===== config.mk =====
export PLATFORM = sky130hd
export DESIGN_NAME = pixel_despeckle_and_glyph_map_unit_flat
export DESIGN_NICKNAME = d
export VERILOG_FILES = /design/src/sv/pdgm_pkg.sv /design/src/sv/pdgm_if.sv /design/src/sv/pdgm_filter.sv /design/src/sv/pdgm_result_queue.sv /design/src/sv/pixel_despeckle_and_glyph_map_unit.sv /design/src/flat_wrapper.sv
export SDC_FILE = /design/constraint.sdc
export NUM_CORES = 1
export LEC_CHECK = 0
export BUFFER_PORTS_ARGS = -buffer_cell sky130_fd_sc_hd__buf_2
export CELL_PAD_IN_SITES_DETAIL_PLACEMENT = 0
export CELL_PAD_IN_SITES_GLOBAL_PLACEMENT = 1
export CORE_MARGIN = 2
export CORE_UTILIZATION = 35
export CTS_BUF_LIST = sky130_fd_sc_hd__clkbuf_8
export DETAILED_ROUTE_END_ITERATION = 16
export GPL_TIMING_DRIVEN = 0
export PLACE_DENSITY = 0.62
export SLEW_MARGIN = 0
export SYNTH_ARGS = -nofsm -noshare
export SYNTH_HDL_FRONTEND = slang
export SYNTH_HIERARCHICAL = 1
export SYNTH_SLANG_ARGS = --single-unit
export TNS_END_PERCENT = 100

===== constraint.sdc =====
create_clock -name clk -period 39.8 [get_ports clk]
set_clock_uncertainty 0.1 [all_clocks]
set_input_delay 7.96 -clock clk [delete_from_list [all_inputs] [get_ports clk]]
set_output_delay 7.96 -clock clk [all_outputs]
set_load 0.05 [all_outputs]

===== src/sv/pdgm_pkg.sv =====
// Shared types, constants and the glyph table for the pixel despeckle unit.
// No dependencies; every other file of the block imports this package.
`timescale 1ns / 1ps
`default_nettype none

package pdgm_pkg;

    // Frame geometry limits
    localparam int MAX_WIDTH  = 32;
    localparam int MAX_HEIGHT = 1024;
    localparam int LINE_AW    = $clog2(MAX_WIDTH);

    // Configuration register indexes
    localparam logic [1:0] REG_IMAGE_WIDTH  = 2'd0;
    localparam logic [1:0] REG_IMAGE_HEIGHT = 2'd1;

    // Configuration reset values
    localparam logic [5:0]  WIDTH_RESET  = 6'd30;
    localparam logic [10:0] HEIGHT_RESET = 11'd20;

    // Input request: one gray level
    typedef struct packed {
        logic [3:0] pixel_level;
    } pix_req_t;

    // Output request: one cleaned pixel
    typedef struct packed {
        logic [3:0] cleaned_level;
        logic [6:0] glyph_code;
        logic [9:0] out_row;
        logic [4:0] out_col;
        logic       frame_last;
    } res_req_t;

    // Configuration write request
    typedef struct packed {
        logic [1:0]  index;
        logic [10:0] data;
    } cfg_req_t;

    // Control from the top level into the filter datapath
    typedef struct packed {
        logic take;
        logic restart;
    } filt_ctl_t;

    // Control from the top level into the result queue
    typedef struct packed {
        logic       pop;
        logic [1:0] push_n;
    } queue_ctl_t;

    // ASCII glyph for a gray level; levels past the table map to '#'
    function automatic logic [6:0] glyph_of(input logic [3:0] level);
        logic [6:0] g;
        unique case (level)
            4'd0:    g = 7'h20;  // space
            4'd1:    g = 7'h2E;  // .
            4'd2:    g = 7'h27;  // '
            4'd3:    g = 7'h3A;  // :
            4'd4:    g = 7'h7E;  // ~
            4'd5:    g = 7'h2A;  // *
            4'd6:    g = 7'h3D;  // =
            4'd7:    g = 7'h26;  // &
            4'd8:    g = 7'h25;  // %
            default: g = 7'h23;  // #
        endcase
        return g;
    endfunction

endpackage

`default_nettype wire


===== src/sv/pdgm_if.sv =====
// Valid/ready channel interfaces for pixels, results and configuration.
// Depends on pdgm_pkg for the request payload types.
`timescale 1ns / 1ps
`default_nettype none

interface pdgm_pix_if;
    import pdgm_pkg::*;
    logic     valid;
    logic     ready;
    pix_req_t payload;
    modport source (output valid, output payload, input ready);
    modport sink (input valid, input payload, output ready);
endinterface

interface pdgm_res_if;
    import pdgm_pkg::*;
    logic     valid;
    logic     ready;
    res_req_t payload;
    modport source (output valid, output payload, input ready);
    modport sink (input valid, input payload, output ready);
endinterface

interface pdgm_cfg_if;
    import pdgm_pkg::*;
    logic     valid;
    logic     ready;
    cfg_req_t payload;
    modport source (output valid, output payload, input ready);
    modport sink (input valid, input payload, output ready);
endinterface

`default_nettype wire


===== src/sv/pdgm_filter.sv =====
// Despeckle datapath: line delays, raster counters and up to three results per pixel.
// Depends on pdgm_pkg for types, limits and the glyph table.
`timescale 1ns / 1ps
`default_nettype none

module pdgm_filter #(
    parameter int LEVEL_COUNT = 10
) (
    input  logic                       clk,
    input  logic                       rst_n,
    input  pdgm_pkg::filt_ctl_t        ctl,
    input  logic [3:0]                 pixel_level,
    input  logic [5:0]                 width_cfg,
    input  logic [10:0]                height_cfg,
    output pdgm_pkg::res_req_t [2:0]   res_new,
    output logic [1:0]                 n_new
);
    import pdgm_pkg::*;

    localparam logic [3:0] LEVEL_MAX = 4'(LEVEL_COUNT - 1);

    logic [3:0]         line_a_reg [MAX_WIDTH];
    logic [3:0]         line_b_reg [MAX_WIDTH];
    logic [3:0]         cur_m1_reg;
    logic [3:0]         cur_m2_reg;
    logic [3:0]         prev_c_reg;
    logic [3:0]         hold_reg;
    logic [4:0]         col_reg;
    logic [4:0]         col_next;
    logic [9:0]         row_reg;
    logic [9:0]         row_next;

    logic [3:0]         lvl;
    logic [5:0]         w_eff;
    logic [10:0]        h_eff;
    logic [4:0]         wm1;
    logic [9:0]         hm1;
    logic [LINE_AW-1:0] ins_a;
    logic [LINE_AW-1:0] ins_b;
    logic [3:0]         prev_cp1;
    logic [3:0]         older_c;
    logic               r_ge2;
    logic               c_ge1;
    logic               c_ge2;
    logic               c_end;
    logic               last_row;
    logic [3:0]         lvl_above;
    logic [3:0]         lvl_left;
    logic [3:0]         lvl_last;

    // Average rounded half up when the center beats every neighbor by more than one
    function automatic logic [3:0] despeckle(
        input logic [3:0]      ctr,
        input logic [3:0][3:0] nb,
        input logic [3:0]      use_nb
    );
        logic [6:0]  sum;
        logic [2:0]  n;
        logic        keep;
        logic [6:0]  x3;
        logic [12:0] p3;
        logic [6:0]  avg;
        sum  = '0;
        n    = '0;
        keep = 1'b0;
        x3   = '0;
        p3   = '0;
        for (int i = 0; i < 4; i++) begin
            if (use_nb[i]) begin
                n   = n + 3'd1;
                sum = sum + 7'(nb[i]);
                if ({1'b0, ctr} < ({1'b0, nb[i]} + 5'd2)) begin
                    keep = 1'b1;
                end
            end
        end
        unique case (n)
            3'd2:    avg = (sum + 7'd1) >> 1;
            3'd3:
            begin
                // (2s+3)/6 through a reciprocal; exact for the reachable sums
                x3  = (sum << 1) + 7'd3;
                p3  = 13'(x3) * 13'd43;
                avg = 7'(p3[12:8]);
            end
            3'd4:    avg = (sum + 7'd2) >> 2;
            default: avg = 7'(ctr);
        endcase
        return keep ? ctr : avg[3:0];
    endfunction

    // Saturate the incoming level
    assign lvl = (pixel_level > LEVEL_MAX) ? LEVEL_MAX : pixel_level;

    // Clamp the geometry registers
    always_comb
    begin
        if (width_cfg < 6'd2) begin
            w_eff = 6'd2;
        end else if (width_cfg > 6'(MAX_WIDTH)) begin
            w_eff = 6'(MAX_WIDTH);
        end else begin
            w_eff = width_cfg;
        end
        if (height_cfg < 11'd2) begin
            h_eff = 11'd2;
        end else if (height_cfg > 11'(MAX_HEIGHT)) begin
            h_eff = 11'(MAX_HEIGHT);
        end else begin
            h_eff = height_cfg;
        end
    end

    assign wm1   = 5'(w_eff - 6'd1);
    assign hm1   = 10'(h_eff - 11'd1);
    assign ins_a = LINE_AW'(w_eff - 6'd2);
    assign ins_b = LINE_AW'(wm1);

    // Line A delays the stream by width-1, line B delays the row-above tap by width
    for (genvar i = 0; i < MAX_WIDTH; i++) begin : g_line
        if (i == MAX_WIDTH - 1) begin : g_tail
            always_ff @(posedge clk)
            begin
                if (ctl.take) begin
                    line_a_reg[i] <= lvl;
                    line_b_reg[i] <= prev_c_reg;
                end
            end
        end else begin : g_body
            always_ff @(posedge clk)
            begin
                if (ctl.take) begin
                    line_a_reg[i] <= (LINE_AW'(i) == ins_a) ? lvl : line_a_reg[i+1];
                    line_b_reg[i] <= (LINE_AW'(i) == ins_b) ? prev_c_reg : line_b_reg[i+1];
                end
            end
        end
    end

    // Short taps: two pixels back in this row, row above at this column and one left
    always_ff @(posedge clk)
    begin
        if (ctl.take) begin
            cur_m1_reg <= lvl;
            cur_m2_reg <= cur_m1_reg;
            prev_c_reg <= line_a_reg[0];
            hold_reg   <= prev_c_reg;
        end
    end

    assign prev_cp1 = line_a_reg[0];
    assign older_c  = line_b_reg[0];

    // Advance the raster position
    always_comb
    begin
        col_next = col_reg;
        row_next = row_reg;
        if (ctl.restart) begin
            col_next = '0;
            row_next = '0;
        end else if (ctl.take) begin
            if (col_reg >= wm1) begin
                col_next = '0;
                row_next = (row_reg >= hm1) ? '0 : row_reg + 10'd1;
            end else begin
                col_next = col_reg + 5'd1;
            end
        end
    end

    always_ff @(posedge clk or negedge rst_n)
    begin
        if (!rst_n) begin
            col_reg <= '0;
            row_reg <= '0;
        end else begin
            col_reg <= col_next;
            row_reg <= row_next;
        end
    end

    assign r_ge2    = (row_reg >= 10'd2);
    assign c_ge1    = (col_reg != 5'd0);
    assign c_ge2    = (col_reg >= 5'd2);
    assign c_end    = (col_reg >= wm1);
    assign last_row = (row_reg >= hm1);

    // Judge the three candidate pixels
    assign lvl_above = despeckle(prev_c_reg,
                                 {prev_cp1, hold_reg, lvl, older_c},
                                 {(col_reg < wm1), c_ge1, 1'b1, r_ge2});
    assign lvl_left  = despeckle(cur_m1_reg,
                                 {4'd0, lvl, cur_m2_reg, hold_reg},
                                 {1'b0, 1'b1, c_ge2, 1'b1});
    assign lvl_last  = despeckle(lvl,
                                 {4'd0, 4'd0, cur_m1_reg, prev_c_reg},
                                 4'b0011);

    // Pack the results in emission order
    always_comb
    begin
        res_new[0].cleaned_level = lvl_above;
        res_new[0].glyph_code    = glyph_of(lvl_above);
        res_new[0].out_row       = row_reg - 10'd1;
        res_new[0].out_col       = col_reg;
        res_new[0].frame_last    = 1'b0;

        res_new[1].cleaned_level = lvl_left;
        res_new[1].glyph_code    = glyph_of(lvl_left);
        res_new[1].out_row       = row_reg;
        res_new[1].out_col       = col_reg - 5'd1;
        res_new[1].frame_last    = 1'b0;

        res_new[2].cleaned_level = lvl_last;
        res_new[2].glyph_code    = glyph_of(lvl_last);
        res_new[2].out_row       = row_reg;
        res_new[2].out_col       = col_reg;
        res_new[2].frame_last    = 1'b1;
    end

    // Count results: none in row 0, extra ones along the last row
    always_comb
    begin
        if (row_reg == 10'd0) begin
            n_new = 2'd0;
        end else if (last_row && c_end) begin
            n_new = 2'd3;
        end else if (last_row && c_ge1) begin
            n_new = 2'd2;
        end else begin
            n_new = 2'd1;
        end
    end

endmodule

`default_nettype wire


===== src/sv/pdgm_result_queue.sv =====
// Four-entry shift queue that takes up to three results per cycle and gives one.
// Depends on pdgm_pkg for the result and control types.
`timescale 1ns / 1ps
`default_nettype none

module pdgm_result_queue (
    input  logic                       clk,
    input  logic                       rst_n,
    input  pdgm_pkg::queue_ctl_t       ctl,
    input  pdgm_pkg::res_req_t [2:0]   push_data,
    output pdgm_pkg::res_req_t         head,
    output logic [2:0]                 fill
);
    import pdgm_pkg::*;

    localparam int DEPTH = 4;

    res_req_t   q_reg  [DEPTH];
    res_req_t   q_next [DEPTH];
    logic [2:0] cnt_reg;
    logic [2:0] cnt_next;
    logic [2:0] rem;

    assign rem = cnt_reg - {2'b00, ctl.pop};

    // Shift down on a pop, then append new results behind the survivors
    always_comb
    begin
        for (int i = 0; i < DEPTH; i++) begin
            logic [2:0] k;
            k = 3'(i) - rem;
            q_next[i] = (ctl.pop && (i < DEPTH - 1)) ? q_reg[(i < DEPTH - 1) ? i + 1 : i]
                                                     : q_reg[i];
            if ((3'(i) >= rem) && (k < {1'b0, ctl.push_n})) begin
                q_next[i] = push_data[k[1:0]];
            end
        end
    end

    assign cnt_next = rem + {1'b0, ctl.push_n};

    always_ff @(posedge clk)
    begin
        for (int i = 0; i < DEPTH; i++) begin
            q_reg[i] <= q_next[i];
        end
    end

    always_ff @(posedge clk or negedge rst_n)
    begin
        if (!rst_n) begin
            cnt_reg <= '0;
        end else begin
            cnt_reg <= cnt_next;
        end
    end

    assign head = q_reg[0];
    assign fill = cnt_reg;

endmodule

`default_nettype wire


===== src/sv/pixel_despeckle_and_glyph_map_unit.sv =====
// Path: a pixel's results enter the result queue when the pixel is accepted.
// Throughput: one pixel per cycle while the result queue has room; row 0 yields
// nothing, other rows one result per pixel, the last row two per pixel and the final
// pixel three, so on the last row the single result port sets the pace.
// Reset: counters return to row 0, column 0, width 30, height 20, queue empties;
// the line delays start unknown and are filled by row 0 of each frame.
`timescale 1ns / 1ps
`default_nettype none

module pixel_despeckle_and_glyph_map_unit #(
    parameter int LEVEL_COUNT = 10
) (
    input  logic      clk,
    input  logic      rst_n,
    pdgm_pix_if.sink  pix,
    pdgm_res_if.source res,
    pdgm_cfg_if.sink  cfg
);
    import pdgm_pkg::*;

    logic [5:0]     width_reg;
    logic [10:0]    height_reg;
    logic           cfg_take;
    logic           restart;
    logic           pop;
    logic [2:0]     fill;
    res_req_t [2:0] res_new;
    logic [1:0]     n_new;
    filt_ctl_t      filt_ctl;
    queue_ctl_t     q_ctl;

    // Configuration writes are always taken
    assign cfg.ready = 1'b1;
    assign cfg_take  = cfg.valid && cfg.ready;

    always_ff @(posedge clk or negedge rst_n)
    begin
        if (!rst_n) begin
            width_reg  <= WIDTH_RESET;
            height_reg <= HEIGHT_RESET;
        end else if (cfg_take) begin
            unique case (cfg.payload.index)
                REG_IMAGE_WIDTH:  width_reg  <= cfg.payload.data[5:0];
                REG_IMAGE_HEIGHT: height_reg <= cfg.payload.data;
                default:          ;
            endcase
        end
    end

    // Any write to a known register restarts the frame
    assign restart = cfg_take && ((cfg.payload.index == REG_IMAGE_WIDTH) ||
                                  (cfg.payload.index == REG_IMAGE_HEIGHT));

    // Take a pixel when the queue has room for three results after this pop
    assign pop       = res.valid && res.ready;
    assign pix.ready = (fill <= 3'd1) || ((fill == 3'd2) && pop);

    assign filt_ctl.take    = pix.valid && pix.ready;
    assign filt_ctl.restart = restart;

    pdgm_filter #(
        .LEVEL_COUNT (LEVEL_COUNT)
    ) u_filter (
        .clk         (clk),
        .rst_n       (rst_n),
        .ctl         (filt_ctl),
        .pixel_level (pix.payload.pixel_level),
        .width_cfg   (width_reg),
        .height_cfg  (height_reg),
        .res_new     (res_new),
        .n_new       (n_new)
    );

    assign q_ctl.pop    = pop;
    assign q_ctl.push_n = filt_ctl.take ? n_new : 2'd0;

    pdgm_result_queue u_queue (
        .clk       (clk),
        .rst_n     (rst_n),
        .ctl       (q_ctl),
        .push_data (res_new),
        .head      (res.payload),
        .fill      (fill)
    );

    assign res.valid = (fill != 3'd0);

endmodule

`default_nettype wire

===== src/flat_wrapper.sv =====
// flat-port wrapper written by rule: the top's interface ports become plain ports
module pixel_despeckle_and_glyph_map_unit_flat import pdgm_pkg::*;
#(
    parameter int LEVEL_COUNT = 10
)
  (clk, rst_n, pix_valid, pix_payload, pix_ready, res_valid, res_payload, res_ready, cfg_valid, cfg_payload, cfg_ready);
  pdgm_pix_if pix_i ();
  pdgm_res_if res_i ();
  pdgm_cfg_if cfg_i ();
  input  logic clk;
  input  logic rst_n;
  input wire logic [$bits(pix_i.valid)-1:0] pix_valid;
  input wire logic [$bits(pix_i.payload)-1:0] pix_payload;
  output wire logic [$bits(pix_i.ready)-1:0] pix_ready;
  output wire logic [$bits(res_i.valid)-1:0] res_valid;
  output wire logic [$bits(res_i.payload)-1:0] res_payload;
  input wire logic [$bits(res_i.ready)-1:0] res_ready;
  input wire logic [$bits(cfg_i.valid)-1:0] cfg_valid;
  input wire logic [$bits(cfg_i.payload)-1:0] cfg_payload;
  output wire logic [$bits(cfg_i.ready)-1:0] cfg_ready;
  assign pix_i.valid = pix_valid;
  assign pix_i.payload = pix_payload;
  assign pix_ready = pix_i.ready;
  assign res_valid = res_i.valid;
  assign res_payload = res_i.payload;
  assign res_i.ready = res_ready;
  assign cfg_i.valid = cfg_valid;
  assign cfg_i.payload = cfg_payload;
  assign cfg_ready = cfg_i.ready;
  pixel_despeckle_and_glyph_map_unit #(.LEVEL_COUNT(LEVEL_COUNT)) u_core (.clk(clk), .rst_n(rst_n), .pix(pix_i), .res(res_i), .cfg(cfg_i));
endmodule

==> results.json <==
{
  "status": "finished clean",
  "antenna_found_initial": 1,
  "cts_tree": "built",
  "stdcell_area_sq_um": 28220,
  "cts_resized": 0,
  "synth_cells": 2122,
  "slowest_delay_ns": 0.61,
  "cts.path.max_buffers": 3,
  "fmax_ghz": 0.05406,
  "fp-row-count": 98,
  "synthMuxAreaShare_pct": 16.25,
  "grt_pass1_wl_mm": 100.4,
  "insertion_delay_ns": 0.70,
  "synthFlopType": "edfxtp_1",
  "cts_max_level": 3,
  "post_synth.cell_area_avg_sq_um": 11.79,
  "synth-xor-area-share_pct": 2.555,
  "final_nets": 2475,
  "end_kind": "flop",
  "dpl_cell_area_sq_um": 26750,
  "wl_mm": 63.78,
  "slowest_stage": "a21boi_0",
  "slew_viol_final": 0,
  "ios": 52,
  "coreArea_sq_um": 71120,
  "min_period_ns": 18.50,
  "use_met2_pct": 29.63,
  "fillCellCount": 6927,
  "finalCritPeriodShare_pct": 46.48,
  "gp_congestion": 0.8683,
  "yosys.area.top_type_share_pct": 44.64,
  "layout_common_cells": "edfxtp_1, mux2_2, nand2_1",
  "vias": 16880,
  "track_usage_pct": 17.29,
  "whs_path_depth": 0,
  "setup-violations-final": 0,
  "dr.pass1.iters": 5,
  "yosys.area.top_type": "edfxtp_1",
  "overflow": 0,
  "clk_pin_slew_ns": 0.06,
  "crit_type": "in -> reg",
  "synth-seq-area-share_pct": 48.17,
  "rsz0062_at_grt": "no",
  "synth_area_leaders": "edfxtp_1, mux2_2, ha_1",
  "yosys_warnings": 6,
  "cts_made_buffers": 76,
  "post_cts_buffers": 0,
  "drtIter0Drc": 1079,
  "setup_tns_ns": 0,
  "yosys.area_share.simple_pct": 9.449,
  "synth_fa_ha_area_share_pct": 10.02,
  "required_ns": 40.12,
  "die-area_sq_um": 73660,
  "cts.hold.buffers_added": 0,
  "synth_top_family_by_area": "multiplexers",
  "top_usage_layer": "met2",
  "clock_sinks": 407,
  "synth_edf_count": 372,
  "grt_max_degree": 36,
  "seq_area_sq_um": 12050,
  "final_common_cell": "edfxtp_1",
  "multi_input_comb_area_sq_um": 12030,
  "hpwlAfterDp_mm": 45.91,
  "io_buffers": 49,
  "grt_util_met1_pct": 22.34,
  "finalHoldViolations": 0,
  "vias_per_cell": 5.155,
  "reg2reg_depth": 39,
  "grt_pass1_vias": 17230,
  "initial_core_util_pct": 35.19,
  "hold_class": "reg -> reg",
  "drive_above_1_share_pct": 22.95,
  "tightest_slew_ns": 1.367,
  "dieWidth_um": 271.4,
  "maxCapViolations": 0,
  "post_drt_wl_per_cell_um": 19.48,
  "drc": 0,
  "die_h_um": 271.4,
  "synth_compound_area_share_pct": 9.619,
  "synth.distinct_cells": 84,
  "cts_root_buffer": "clkbuf_8",
  "netlist_area_sq_um": 25030,
  "cp-start-kind": "input pin",
  "worst_path_most_repeated_cell": "ha_1",
  "crit_fanout": 10,
  "globalRouteMet3Util_pct": 2.556,
  "relSlewSlack_pct": 8.748,
  "async_reset_ff_share_pct": 8.600,
  "arrival_ns": 18.82,
  "yosys_register_bits": 407,
  "ant_nets": 0,
  "area_delta_synth_final_pct": 12.77
}
[cell type report]
type,count,share of cell area [%]
Clock inverter,56,1.290
Inverter,91,1.215
Antenna cell,2,0.01773
Tap cell,950,4.212
Clock buffer,80,3.901
Multi-Input combinational cell,1506,42.63
Buffer,122,2.239
Sequential cell,407,42.71
Timing Repair Buffer,60,1.782
[critical path: cells and delay by family]
family,cells,cell delay [ns]
and+or+nand+nor,9,1.93
xor gates and xnor gates,4,1.07
buffers and inverters,7,1.39
adders and majority gates,8,2.78
AOI/OAI and AO/OA,9,2.75
muxes,3,0.93
[worst paths after layout]
| kind | end | startpoint | slack, ns |
|---|---|---|---|
| min reg2reg | u_core/u_filter/hold_reg[0]$_DFFE_PP_ | u_core/u_filter/prev_c_reg[0]$_DFFE_PP_ | 0.40 |
| max in group asynchronous | u_core/width_reg[0]$_DFFE_PN0P_ | rst_n | 31.76 |
| max | u_core/u_queue/q_reg[2][18]$_DFFE_PP_ | pix_payload[2] | 21.30 |
| max reg2reg | u_core/u_queue/q_reg[2][18]$_DFFE_PP_ | u_core/u_filter/row_reg[3]$_DFFE_PN0P_ | 28.01 |
| min | u_core/u_filter/hold_reg[0]$_DFFE_PP_ | u_core/u_filter/prev_c_reg[0]$_DFFE_PP_ | 0.40 |
| min in group asynchronous | u_core/u_queue/fill[1]$_DFF_PN0_ | rst_n | 7.29 |
[layer usage]
layer | up-vias | wire [um]
met3 | 102 | 2234
li1 | 8114 | -
met1 | 8343 | 28870
met2 | 317 | 31180
met5 | - | 0
met4 | 0 | 1485
[stage by stage]
| stage | util (%) | std cells | worst slack (ns) | hold slack (ns) |
|---|---|---|---|---|
| 4_1_cts | 39.67 | 3272 | 21.25 | 0.4092 |
| 3_5_place_dp | 37.61 | 3136 | 20.53 | 0.3895 |
| 6_report | 39.68 | 3274 | 21.30 | 0.3996 |
| 2_1_floorplan | - | 2126 | 15.59 | 0.3529 |
| 3_3_place_gp | 37.23 | 3125 | 7.837 | 0.3852 |
| 5_1_grt | 39.68 | 3273 | 20.49 | 0.4171 |
[kinds of logic after synthesis]
family / after synthesis
other cells: 3
fa+ha+maj: 189
simple gates: 503
xor+xnor: 69
compound gates: 380
mux: 358
flops: 407
buf+inv: 213
[cells in the mapped netlist (all sizes together) (18+ instances only)]
cell / n
inv: 90
dfrtp: 29
xnor2: 38
mux2: 294
xor2: 29
ha: 170
nand2b: 25
a211oi: 22
clkbuf: 71
nor2b: 22
nand3: 79
nor2: 93
edfxtp: 372
mux2i: 64
a21o: 18
fa: 19
and2: 20
nand2: 188
nor3: 23
o2bb2ai: 23
a21oi: 73
buf: 51
o21ai: 155
Power is left out: the tool's default activity adds up to more than one toggle a clock period on the data nets, which glitch-free logic cannot reach.
